--- src/design/knomial_broadcast_schedule_defines.svh ---
// Assertion macros for the k-nomial broadcast schedule block.
`ifndef KNOMIAL_BROADCAST_SCHEDULE_DEFINES_SVH
`define KNOMIAL_BROADCAST_SCHEDULE_DEFINES_SVH

// Same-cycle implication, clocked on clk_i, off during reset.
`define KBS_ASSERT_NOW(lbl, pre, post, msg) \
  lbl: assert property (@(posedge clk_i) disable iff (!rst_ni) (pre) |-> (post)) \
    else $error(msg);

// Next-cycle implication, clocked on clk_i, off during reset.
`define KBS_ASSERT_NEXT(lbl, pre, post, msg) \
  lbl: assert property (@(posedge clk_i) disable iff (!rst_ni) (pre) |=> (post)) \
    else $error(msg);

`endif

--- src/design/kbs_pkg.sv ---
// Shared widths, codes and control structs of the k-nomial broadcast schedule block.
package kbs_pkg;

  localparam int RANK_W    = 10;
  localparam int GS_W      = 11;
  localparam int RADIX_W   = 4;
  localparam int KIND_W    = 2;
  localparam int GS_MAX    = (2 ** GS_W) - 1;
  localparam int CFG_IDX_W = 1;
  localparam int CFG_DATA_W = GS_W;

  localparam int DEF_MAX_GROUP = 1024;
  localparam int DEF_MAX_RADIX = 8;

  localparam logic [CFG_IDX_W-1:0] CFG_GROUP_SIZE = 1'd0;
  localparam logic [CFG_IDX_W-1:0] CFG_TREE_RADIX = 1'd1;

  localparam logic [GS_W-1:0]    RST_GROUP_SIZE = 11'd1;
  localparam logic [RADIX_W-1:0] RST_TREE_RADIX = 4'd2;

  localparam logic [KIND_W-1:0] KIND_NONE = 2'd0;
  localparam logic [KIND_W-1:0] KIND_RECV = 2'd1;
  localparam logic [KIND_W-1:0] KIND_SEND = 2'd2;
  localparam logic [KIND_W-1:0] KIND_BAD  = 2'd3;

  // controller -> datapath
  typedef struct packed {
    logic load;
    logic grow;
    logic grow_stop;
    logic dig_sub;
    logic dig_next;
    logic send_init;
    logic lvl_load;
    logic lvl_dec;
    logic send_next;
    logic emit_bad;
    logic emit_none;
    logic emit_recv;
    logic emit_send;
  } cmd_t;

  // datapath -> controller
  typedef struct packed {
    logic bad;
    logic single;
    logic grow_more;
    logic dig_ge;
    logic lvl_zero;
    logic is_root;
    logic recv_last;
    logic has_send;
    logic send_end;
    logic out_free;
  } sts_t;

endpackage

--- src/design/kbs_ctrl.sv ---
// Sequencer for the k-nomial schedule: mask build, digit walk, receive, level sends.
module kbs_ctrl import kbs_pkg::*; (
  input  logic clk_i,
  input  logic rst_ni,
  input  logic in_valid_i,
  output logic in_ready_o,
  input  sts_t sts_i,
  output cmd_t cmd_o
);

  localparam logic [2:0] ST_IDLE  = 3'd0;
  localparam logic [2:0] ST_CHECK = 3'd1;
  localparam logic [2:0] ST_GROW  = 3'd2;
  localparam logic [2:0] ST_DIGIT = 3'd3;
  localparam logic [2:0] ST_START = 3'd4;
  localparam logic [2:0] ST_LEVEL = 3'd5;
  localparam logic [2:0] ST_SEND  = 3'd6;

  logic [2:0] state_q, state_d;

  assign in_ready_o = (state_q == ST_IDLE);

  always_comb begin
    cmd_o   = '0;
    state_d = state_q;
    case (state_q)
      ST_IDLE: begin
        if (in_valid_i) begin
          cmd_o.load = 1'b1;
          state_d    = ST_CHECK;
        end
      end
      ST_CHECK: begin
        if (sts_i.bad || sts_i.single) begin
          if (sts_i.out_free) begin
            cmd_o.emit_bad  = sts_i.bad;
            cmd_o.emit_none = !sts_i.bad;
            state_d         = ST_IDLE;
          end
        end else begin
          state_d = ST_GROW;
        end
      end
      ST_GROW: begin
        if (sts_i.grow_more) begin
          cmd_o.grow = 1'b1;
        end else begin
          cmd_o.grow_stop = 1'b1;
          state_d         = ST_DIGIT;
        end
      end
      ST_DIGIT: begin
        if (sts_i.dig_ge) begin
          cmd_o.dig_sub = 1'b1;
        end else begin
          cmd_o.dig_next = 1'b1;
          if (sts_i.lvl_zero) state_d = ST_START;
        end
      end
      ST_START: begin
        if (sts_i.is_root) begin
          cmd_o.send_init = 1'b1;
          state_d         = ST_LEVEL;
        end else if (sts_i.out_free) begin
          cmd_o.emit_recv = 1'b1;
          state_d         = sts_i.recv_last ? ST_IDLE : ST_LEVEL;
        end
      end
      ST_LEVEL: begin
        if (sts_i.has_send) begin
          cmd_o.lvl_load = 1'b1;
          state_d        = ST_SEND;
        end else begin
          cmd_o.lvl_dec = 1'b1;
        end
      end
      ST_SEND: begin
        if (sts_i.out_free) begin
          cmd_o.emit_send = 1'b1;
          if (sts_i.send_end) begin
            if (sts_i.lvl_zero) begin
              state_d = ST_IDLE;
            end else begin
              cmd_o.lvl_dec = 1'b1;
              state_d       = ST_LEVEL;
            end
          end else begin
            cmd_o.send_next = 1'b1;
          end
        end
      end
      default: begin
        state_d = ST_IDLE;
      end
    endcase
  end

  always_ff @(posedge clk_i or negedge rst_ni) begin
    if (!rst_ni) begin
      state_q <= ST_IDLE;
    end else begin
      state_q <= state_d;
    end
  end

endmodule

--- src/design/kbs_dp.sv ---
// Datapath: rank registers, mask table, digit subtractor, peer adders and output register.
module kbs_dp import kbs_pkg::*; #(
  parameter int MAX_GROUP = DEF_MAX_GROUP,
  parameter int MAX_RADIX = DEF_MAX_RADIX
) (
  input  logic                clk_i,
  input  logic                rst_ni,
  input  logic [GS_W-1:0]     group_size_i,
  input  logic [RADIX_W-1:0]  tree_radix_i,
  input  logic [RANK_W-1:0]   member_rank_i,
  input  logic [RANK_W-1:0]   root_rank_i,
  input  cmd_t                cmd_i,
  output sts_t                sts_o,
  input  logic                out_ready_i,
  output logic                out_valid_o,
  output logic [KIND_W-1:0]   action_kind_o,
  output logic [RANK_W-1:0]   peer_rank_o,
  output logic                round_end_o,
  output logic                last_action_o
);

  localparam int SIZE_MAX = (MAX_GROUP < GS_MAX) ? MAX_GROUP : GS_MAX;
  localparam int SZW      = $clog2(SIZE_MAX + 1);
  localparam int KW       = $clog2(MAX_RADIX + 1);
  localparam int PW       = SZW + KW;
  localparam int AW       = ((SZW > RANK_W) ? SZW : RANK_W) + KW + 1;
  localparam int NLVL     = $clog2(SIZE_MAX);
  localparam int IW       = (NLVL > 1) ? $clog2(NLVL) : 1;

  logic [RANK_W-1:0] rank_q, root_q;
  logic [SZW-1:0]    size_q, rel_q, r_q, rb_q, par_q, m_cur_q;
  logic [KW-1:0]     k_q, j_q;
  logic [PW-1:0]     step_q;
  logic [IW-1:0]     lvl_q, top_q, recv_lvl_q;
  logic              bad_q, single_q, nz_q;
  logic [SZW-1:0]    mtab_q [NLVL];

  logic              out_valid_q;
  logic [KIND_W-1:0] kind_q;
  logic [RANK_W-1:0] peer_q;
  logic              rend_q, last_q;

  logic [SZW-1:0]    size_eff, mrd;
  logic [KW-1:0]     k_eff;
  logic [AW-1:0]     rel_full, recv_sum, recv_peer, send_sum, send_peer;
  logic [PW-1:0]     prod;
  logic              bad_in, lvl_zero, send_end, recv_last, out_free;

  // effective configuration, clamped
  always_comb begin
    if (group_size_i == '0) begin
      size_eff = SZW'(1);
    end else if (32'(group_size_i) > 32'(SIZE_MAX)) begin
      size_eff = SZW'(SIZE_MAX);
    end else begin
      size_eff = SZW'(group_size_i);
    end
    if (tree_radix_i < RADIX_W'(2)) begin
      k_eff = KW'(2);
    end else if (32'(tree_radix_i) > 32'(MAX_RADIX)) begin
      k_eff = KW'(MAX_RADIX);
    end else begin
      k_eff = KW'(tree_radix_i);
    end
  end

  assign bad_in = (AW'(member_rank_i) >= AW'(size_eff)) || (AW'(root_rank_i) >= AW'(size_eff));
  assign rel_full = (member_rank_i >= root_rank_i) ?
                    AW'(member_rank_i) - AW'(root_rank_i) :
                    AW'(member_rank_i) + AW'(size_eff) - AW'(root_rank_i);

  assign mrd       = mtab_q[lvl_q];
  assign prod      = PW'(m_cur_q) * PW'(k_q);
  assign lvl_zero  = (lvl_q == '0);
  assign send_end  = (j_q == (k_q - KW'(1))) ||
                     ((AW'(rel_q) + AW'(step_q) + AW'(m_cur_q)) >= AW'(size_q));
  assign recv_last = (recv_lvl_q == '0) || ((AW'(rel_q) + AW'(1)) >= AW'(size_q));
  assign out_free  = !out_valid_q || out_ready_i;

  // peers wrap once around the group
  assign recv_sum  = AW'(par_q) + AW'(root_q);
  assign recv_peer = (recv_sum >= AW'(size_q)) ? recv_sum - AW'(size_q) : recv_sum;
  assign send_sum  = AW'(rank_q) + AW'(step_q);
  assign send_peer = (send_sum >= AW'(size_q)) ? send_sum - AW'(size_q) : send_sum;

  always_comb begin
    sts_o           = '0;
    sts_o.bad       = bad_q;
    sts_o.single    = single_q;
    sts_o.grow_more = prod < PW'(size_q);
    sts_o.dig_ge    = r_q >= mrd;
    sts_o.lvl_zero  = lvl_zero;
    sts_o.is_root   = (rel_q == '0);
    sts_o.recv_last = recv_last;
    sts_o.has_send  = (AW'(rel_q) + AW'(mrd)) < AW'(size_q);
    sts_o.send_end  = send_end;
    sts_o.out_free  = out_free;
  end

  always_ff @(posedge clk_i) begin
    if (cmd_i.load) begin
      rank_q    <= member_rank_i;
      root_q    <= root_rank_i;
      size_q    <= size_eff;
      k_q       <= k_eff;
      bad_q     <= bad_in;
      single_q  <= (size_eff == SZW'(1));
      rel_q     <= rel_full[SZW-1:0];
      m_cur_q   <= SZW'(1);
      lvl_q     <= '0;
      mtab_q[0] <= SZW'(1);
    end
    if (cmd_i.grow) begin
      mtab_q[lvl_q + IW'(1)] <= prod[SZW-1:0];
      m_cur_q                <= prod[SZW-1:0];
      lvl_q                  <= lvl_q + IW'(1);
    end
    if (cmd_i.grow_stop) begin
      top_q <= lvl_q;
      r_q   <= rel_q;
      rb_q  <= rel_q;
      nz_q  <= 1'b0;
    end
    if (cmd_i.dig_sub) begin
      r_q  <= r_q - mrd;
      nz_q <= 1'b1;
    end
    if (cmd_i.dig_next) begin
      // lowest nonzero digit so far: parent clears it
      if (nz_q) begin
        recv_lvl_q <= lvl_q;
        par_q      <= rel_q - rb_q;
      end
      if (!lvl_zero) begin
        lvl_q <= lvl_q - IW'(1);
        rb_q  <= r_q;
        nz_q  <= 1'b0;
      end
    end
    if (cmd_i.send_init) lvl_q <= top_q;
    if (cmd_i.emit_recv) lvl_q <= recv_lvl_q - IW'(1);
    if (cmd_i.lvl_load) begin
      m_cur_q <= mrd;
      step_q  <= PW'(mrd);
      j_q     <= KW'(1);
    end
    if (cmd_i.send_next) begin
      step_q <= step_q + PW'(m_cur_q);
      j_q    <= j_q + KW'(1);
    end
    if (cmd_i.lvl_dec) lvl_q <= lvl_q - IW'(1);

    if (cmd_i.emit_bad) begin
      kind_q <= KIND_BAD;
      peer_q <= '0;
      rend_q <= 1'b0;
      last_q <= 1'b1;
    end
    if (cmd_i.emit_none) begin
      kind_q <= KIND_NONE;
      peer_q <= '0;
      rend_q <= 1'b0;
      last_q <= 1'b1;
    end
    if (cmd_i.emit_recv) begin
      kind_q <= KIND_RECV;
      peer_q <= recv_peer[RANK_W-1:0];
      rend_q <= 1'b0;
      last_q <= recv_last;
    end
    if (cmd_i.emit_send) begin
      kind_q <= KIND_SEND;
      peer_q <= send_peer[RANK_W-1:0];
      rend_q <= send_end;
      last_q <= send_end && lvl_zero;
    end
  end

  always_ff @(posedge clk_i or negedge rst_ni) begin
    if (!rst_ni) begin
      out_valid_q <= 1'b0;
    end else if (cmd_i.emit_bad || cmd_i.emit_none || cmd_i.emit_recv || cmd_i.emit_send) begin
      out_valid_q <= 1'b1;
    end else if (out_ready_i) begin
      out_valid_q <= 1'b0;
    end
  end

  assign out_valid_o   = out_valid_q;
  assign action_kind_o = kind_q;
  assign peer_rank_o   = peer_q;
  assign round_end_o   = rend_q;
  assign last_action_o = last_q;

endmodule

--- src/design/knomial_broadcast_schedule.sv ---
// After accept: check, mask build over the radix powers below group size, then a digit walk over
//   those levels of the root-relative rank; a non-root first writes its receive word.
// Then one send word per cycle while the output is free, plus a mask load from the table per level.
// Bad input or a group of one: a single word, written from the check state.
// Requests: one at a time; the next is accepted only back in idle, after the last word is written.
// Reset: group_size 1, tree_radix 2, output register empty; no clearing pass.
`include "knomial_broadcast_schedule_defines.svh"
module knomial_broadcast_schedule import kbs_pkg::*; #(
  parameter int MAX_GROUP = DEF_MAX_GROUP,
  parameter int MAX_RADIX = DEF_MAX_RADIX
) (
  input  logic                  clk_i,
  input  logic                  rst_ni,
  // configuration write port
  input  logic                  cfg_we_i,
  input  logic [CFG_IDX_W-1:0]  cfg_idx_i,
  input  logic [CFG_DATA_W-1:0] cfg_data_i,
  // request words
  input  logic                  in_valid_i,
  output logic                  in_ready_o,
  input  logic [RANK_W-1:0]     member_rank_i,
  input  logic [RANK_W-1:0]     root_rank_i,
  // schedule words
  output logic                  out_valid_o,
  input  logic                  out_ready_i,
  output logic [KIND_W-1:0]     action_kind_o,
  output logic [RANK_W-1:0]     peer_rank_o,
  output logic                  round_end_o,
  output logic                  last_action_o
);

  logic [GS_W-1:0]    group_size_q;
  logic [RADIX_W-1:0] tree_radix_q;
  cmd_t               cmd;
  sts_t               sts;

  // Config registers; raw values are kept and clamped in the datapath at request load.
  always_ff @(posedge clk_i or negedge rst_ni) begin
    if (!rst_ni) begin
      group_size_q <= RST_GROUP_SIZE;
      tree_radix_q <= RST_TREE_RADIX;
    end else if (cfg_we_i) begin
      case (cfg_idx_i)
        CFG_GROUP_SIZE: group_size_q <= cfg_data_i;
        CFG_TREE_RADIX: tree_radix_q <= cfg_data_i[RADIX_W-1:0];
        default: ;
      endcase
    end
  end

  // Sequencer: check, build masks radix^l, split the relative rank into digits
  // top-down (lowest nonzero digit gives the parent), then walk levels downward.
  kbs_ctrl u_ctrl (
    .clk_i      (clk_i),
    .rst_ni     (rst_ni),
    .in_valid_i (in_valid_i),
    .in_ready_o (in_ready_o),
    .sts_i      (sts),
    .cmd_o      (cmd)
  );

  // Datapath: one multiplier for mask growth, one subtractor for digits,
  // wrap adders for peers, and the output word register.
  kbs_dp #(
    .MAX_GROUP (MAX_GROUP),
    .MAX_RADIX (MAX_RADIX)
  ) u_dp (
    .clk_i         (clk_i),
    .rst_ni        (rst_ni),
    .group_size_i  (group_size_q),
    .tree_radix_i  (tree_radix_q),
    .member_rank_i (member_rank_i),
    .root_rank_i   (root_rank_i),
    .cmd_i         (cmd),
    .sts_o         (sts),
    .out_ready_i   (out_ready_i),
    .out_valid_o   (out_valid_o),
    .action_kind_o (action_kind_o),
    .peer_rank_o   (peer_rank_o),
    .round_end_o   (round_end_o),
    .last_action_o (last_action_o)
  );

  // A new word is only written into a free output register.
  `KBS_ASSERT_NOW(a_emit_free, cmd.emit_bad || cmd.emit_none || cmd.emit_recv || cmd.emit_send, !out_valid_o || out_ready_i, "output word overwritten")
  // While a non-final word is shown the schedule is still running.
  `KBS_ASSERT_NOW(a_busy_mid, out_valid_o && !last_action_o, !in_ready_o, "ready before schedule end")
  // The final send closes its level.
  `KBS_ASSERT_NOW(a_last_rend, out_valid_o && last_action_o && action_kind_o == KIND_SEND, round_end_o, "last send without round end")
  // An accepted request blocks the next one.
  `KBS_ASSERT_NEXT(a_accept_busy, in_valid_i && in_ready_o, !in_ready_o, "ready right after accept")

endmodule
--- config.mk ---
export PLATFORM = sky130hd
export DESIGN_NAME = knomial_broadcast_schedule
export DESIGN_NICKNAME = d
export VERILOG_FILES = /design/src/design/kbs_pkg.sv /design/src/design/kbs_ctrl.sv /design/src/design/kbs_dp.sv /design/src/design/knomial_broadcast_schedule.sv
export VERILOG_INCLUDE_DIRS = /design/src /design/src/design
export SDC_FILE = /design/constraint.sdc
export NUM_CORES = 1
export LEC_CHECK = 0
export BUFFER_PORTS_ARGS = -buffer_cell sky130_fd_sc_hd__buf_2
export CAP_MARGIN = 20
export CORE_MARGIN = 5
export CORE_UTILIZATION = 30
export CTS_BUF_LIST = sky130_fd_sc_hd__clkbuf_4 sky130_fd_sc_hd__clkbuf_8
export CTS_CLUSTER_DIAMETER = 40
export CTS_CLUSTER_SIZE = 25
export DETAILED_ROUTE_END_ITERATION = 10
export PLACE_DENSITY = 0.43
export SYNTH_ARGS = -nofsm -noshare
export SYNTH_HDL_FRONTEND = slang
export SYNTH_SLANG_ARGS = --single-unit
--- constraint.sdc ---
create_clock -name clk_i -period 7.61 [get_ports clk_i]
set_clock_uncertainty 0.15 [all_clocks]
set_input_delay 0 -clock clk_i [delete_from_list [all_inputs] [get_ports clk_i]]
set_output_delay 0 -clock clk_i [all_outputs]
set_load 0.02 [all_outputs]
==> impl_summary.log <==
[metrics] number of flops mapped to enable cells by yosys: 230
[metrics] routed wire length: around 60000 microns
[metrics] DPL Wire Length: 45500 microns
[metrics] maximum net fanout on the critical path: 12
[metrics] Avg WL per Cell: 20.6 microns
[metrics] r2r endpoint: u_dp.mtab_q[5][7]
[metrics] count of warnings emitted by yosys: 0
[metrics] max-cap violations: 0
[metrics] vias in the first global route: 14925
[metrics] CTS clk-pin slew, worst paths: 0.06 ns
[metrics] Lkg Pwr: 9.49 nW
[metrics] global-route wire length before repair: 91700 microns
[metrics] synthesized area per cell: 10.5 sq um
[metrics] FF+latch count, synth: 267
[metrics] share of flip-flops with an asynchronous set or reset: 0.0712
[metrics] number of iterations in the first detailed-routing pass: 5
[metrics] number of top-level pins: between 50 and 60
[metrics] Hold Startpoint: root_rank_i[8]
[metrics] final number of max-transition violations: 0
[metrics] Post-DRT Antenna Nets: 0
[metrics] data required time of the worst path: 7.69 ns
[metrics] maximum clock path buffer count: 3
[metrics] layout cell share with drive strength beyond 1: 0.126
[metrics] Total GRT Usage: 0.168
[metrics] total number of vias: 14574
[metrics] largest area contributor in the netlist: sky130_fd_sc_hd__edfxtp_1
[metrics] type of element launching the critical path: flop
[metrics] number of clock buffers inserted by TritonCTS: 52
[metrics] commonest non-fill, non-tap cell in the layout: sky130_fd_sc_hd__edfxtp_1
[metrics] Clock Sinks: 267
[metrics] outcome: completed
[metrics] number of failing hold endpoints at the final stage: 0
[metrics] Final Net Count: 2304
[metrics] clock root buffer: sky130_fd_sc_hd__clkbuf_8
[metrics] clock tree from TritonCTS: yes
[metrics] antenna violations before repair: 3
[metrics] die outline area: 0.0701 sq mm
[metrics] beginning of the worst register-to-register path: u_dp.k_q[3]
[metrics] worst reg-to-reg path cell count: 19
[metrics] DRC violations left: 0
[metrics] Seq/Total Area, Yosys: 0.398
[metrics] relative slew slack: 0.270
[metrics] P per Cell Area: approximately 470 mW/mm^2
[metrics] count of filler cells inserted in the layout: 6444
[metrics] Syn-to-layout area delta: 16.8%
[metrics] peak supply drop: 0.205 mV
[metrics] most frequent cells in the layout: 230 x sky130_fd_sc_hd__edfxtp_1, 206 x sky130_fd_sc_hd__ha_1, 183 x sky130_fd_sc_hd__inv_1
[metrics] combined area of all synthesized cells: just under 0.02 sq mm
[metrics] transition time of the tightest slew-check pin: 1.09 ns
[metrics] worst hold slack across all endpoints: ~0.074 ns
[metrics] Worst-Skew Late Latency: approximately 0.65 ns
[metrics] routed via count divided by cell count: 5.01
[metrics] summed negative setup slack over all endpoints: 0 ns
[metrics] number of cells on the worst hold path: 2
[metrics] slack of the worst reg-to-reg path: 0.95 ns
[metrics] number of distinct library cell variants in the gate-level netlist after synthesis: between 80 and 90
[metrics] Congestion Overflow GR: 0
[metrics] kind of critical path: flop to flop
[metrics] fraction of post-synthesis cell area in the top cell type by area: 0.355
[metrics] number of setup buffers added after CTS: 0
[metrics] core area: approximately 0.064 sq mm
[metrics] die width: between 200 and 300 microns
[metrics] number of I/O port buffers: 52
[metrics] flip-flop cell with the highest count after synthesis: sky130_fd_sc_hd__edfxtp_1
[metrics] achievable frequency: ~0.15 GHz
[metrics] gate count after technology mapping: 1852
[metrics] Setup violations, final: 0
[metrics] setup repair after global routing missed its margin: no
[metrics] initial core utilization: 0.303
[metrics] H-Tree Depth: 2
[metrics] standard-cell row count: 93
[metrics] path class of the lowest-slack min-delay path: input port to flop
[metrics] drt initial violations: 874
[metrics] dominant cells by area after synthesis: sky130_fd_sc_hd__edfxtp_1 35%, sky130_fd_sc_hd__ha_1 13%, sky130_fd_sc_hd__fa_1 5.0%
[metrics] crit path time final: around 6.7 ns
[metrics] signal arrival time at the worst endpoint: 6.74 ns
[metrics] global placement routability congestion: 0.866
[metrics] Post-Route Utilization: 0.354
[metrics] period utilization: 0.875
[metrics] end point of the most critical hold path: u_dp.root_q[8]
[metrics] largest net degree at the start of global routing: 49
[metrics] critical path endpoint category: flop
[metrics] height of the die: around 260 microns
==> what timing repair did <==
action / CTS / global route
setup endpoints to repair: 0 / 0
hold buffers: 65 / 0
endpoints found under the hold margin: 89 / 0
resized for setup: 0 / 0
==> critical path, stage by stage, from the launching register on <==
cell and delay (ns):
sky130_fd_sc_hd__edfxtp_1 0.56, sky130_fd_sc_hd__nand2_1 0.14, sky130_fd_sc_hd__fa_1 0.56, sky130_fd_sc_hd__inv_1 0.06
sky130_fd_sc_hd__fa_1 0.52, sky130_fd_sc_hd__fa_1 0.50, sky130_fd_sc_hd__a211o_1 0.32, sky130_fd_sc_hd__o211ai_1 0.14
sky130_fd_sc_hd__nand2b_1 0.09, sky130_fd_sc_hd__a21oi_1 0.23, sky130_fd_sc_hd__o21bai_1 0.10, sky130_fd_sc_hd__a21oi_1 0.18
sky130_fd_sc_hd__xnor2_1 0.19, sky130_fd_sc_hd__ha_1 0.31, sky130_fd_sc_hd__a221oi_1 0.29, sky130_fd_sc_hd__o21ai_0 0.19
sky130_fd_sc_hd__a211oi_2 0.24, sky130_fd_sc_hd__and4_1 0.41, sky130_fd_sc_hd__nand3_1 0.22, sky130_fd_sc_hd__nor3_2 0.87
==> metrics by stage <==
step	total power, mW	area (sq um)	cells	setup slack, ns
finish	10.7	22700	2910	0.952
global route	11.6	22700	2910	0.419
CTS	10.7	22700	2908	0.907
detailed placement	9.00	20900	2747	0.951
global placement	8.95	20900	2747	1.17
floorplan	7.15	19500	1853	1.21
==> final cells by class <==
cell class                      count  area [sq um]  area share
Sequential cell                   267          7750       0.341
Antenna cell                        1          2.50    0.000110
Timing Repair Buffer              155          1200      0.0529
Multi-Input combinational cell   1351         10800       0.477
Clock inverter                     40           438      0.0192
Clock buffer                       56           746      0.0328
Tap cell                          855          1070      0.0470
Inverter                          185           694      0.0305
==> synth_stat cells (all sizes together), types with 5 or more instances <==
master  number
nor2b       36
a221oi       5
edfxtp     230
xnor2       75
o21ai      107
o21a        17
a21o        41
a31oi        9
mux2        25
and2        38
nor2       103
and4         5
a21boi      19
or3         13
a211o        7
nand2      136
inv        184
mux2i       41
mux4        22
nand2b      24
buf         13
fa          49
and3        11
o211ai       9
nand4       21
a221o        6
o21bai      15
nand3       34
nor4        10
dfxtp       18
a211oi      14
ha         206
o221ai       5
dfrtp       17
nor3b        5
clkbuf      37
a21oi       99
nor3        30
xor2        35
o31ai        7
o22ai       14
==> where the power goes <==
part	total, mW	leakage, nW	internal (mW)	switching (mW)
Combinational	6.71	6.28	2.74	3.97
Sequential	2.34	2.61	2.00	0.332
Clock	1.63	0.591	0.902	0.724
Total	10.7	9.49	5.65	5.03
==> kinds of logic (layout without fill, tap and decap cells) <==
logic type,count (synthesis),count (layout),share of synthesized area
other,1,3,0.000193
AO/OA/AOI/OAI,415,415,0.139
XOR/XNOR,110,110,0.0495
buffers and inverters,235,436,0.0476
multiplexers,88,88,0.0611
flip-flops,267,267,0.398
AND/OR/NAND/NOR,481,481,0.122
adder cells (fa/ha/maj),255,255,0.183
==> flip-flops by register name (all words and copies together) (netlist names), 11 cells and up <==
| register | cells |
|---|---|
| u_dp.mtab_q | 110 |
| u_dp.step_q | 15 |
| group_size_q | 11 |
| u_dp.m_cur_q | 11 |
| u_dp.par_q | 11 |
| u_dp.r_q | 11 |
| u_dp.rb_q | 11 |
| u_dp.rel_q | 11 |
| u_dp.size_q | 11 |
==> metal layers <==
layer | routed length [microns] | up-vias | track usage
met3 | 2250 | 85 | 0.0232
met5 | 34 | - | 0
li1 | - | 7072 | -
met2 | 27600 | 280 | 0.277
met4 | 1300 | 4 | 0.0401
met1 | 28600 | 7133 | 0.237
==> worst max path at each step <==
stage                        endpoint  cells past startpoint        start  slack, ns
floorplan           u_dp.mtab_q[9][0]                     20  u_dp.k_q[3]       1.21
global placement    u_dp.mtab_q[5][6]                     19  u_dp.k_q[2]       1.17
detailed placement  u_dp.mtab_q[5][6]                     19  u_dp.k_q[3]       0.95
CTS                 u_dp.mtab_q[5][7]                     19  u_dp.k_q[3]       0.91
global route        u_dp.mtab_q[5][7]                     19  u_dp.k_q[3]       0.42
finish              u_dp.mtab_q[5][7]                     19  u_dp.k_q[3]       0.95
(Power assumes the default switching activity.)
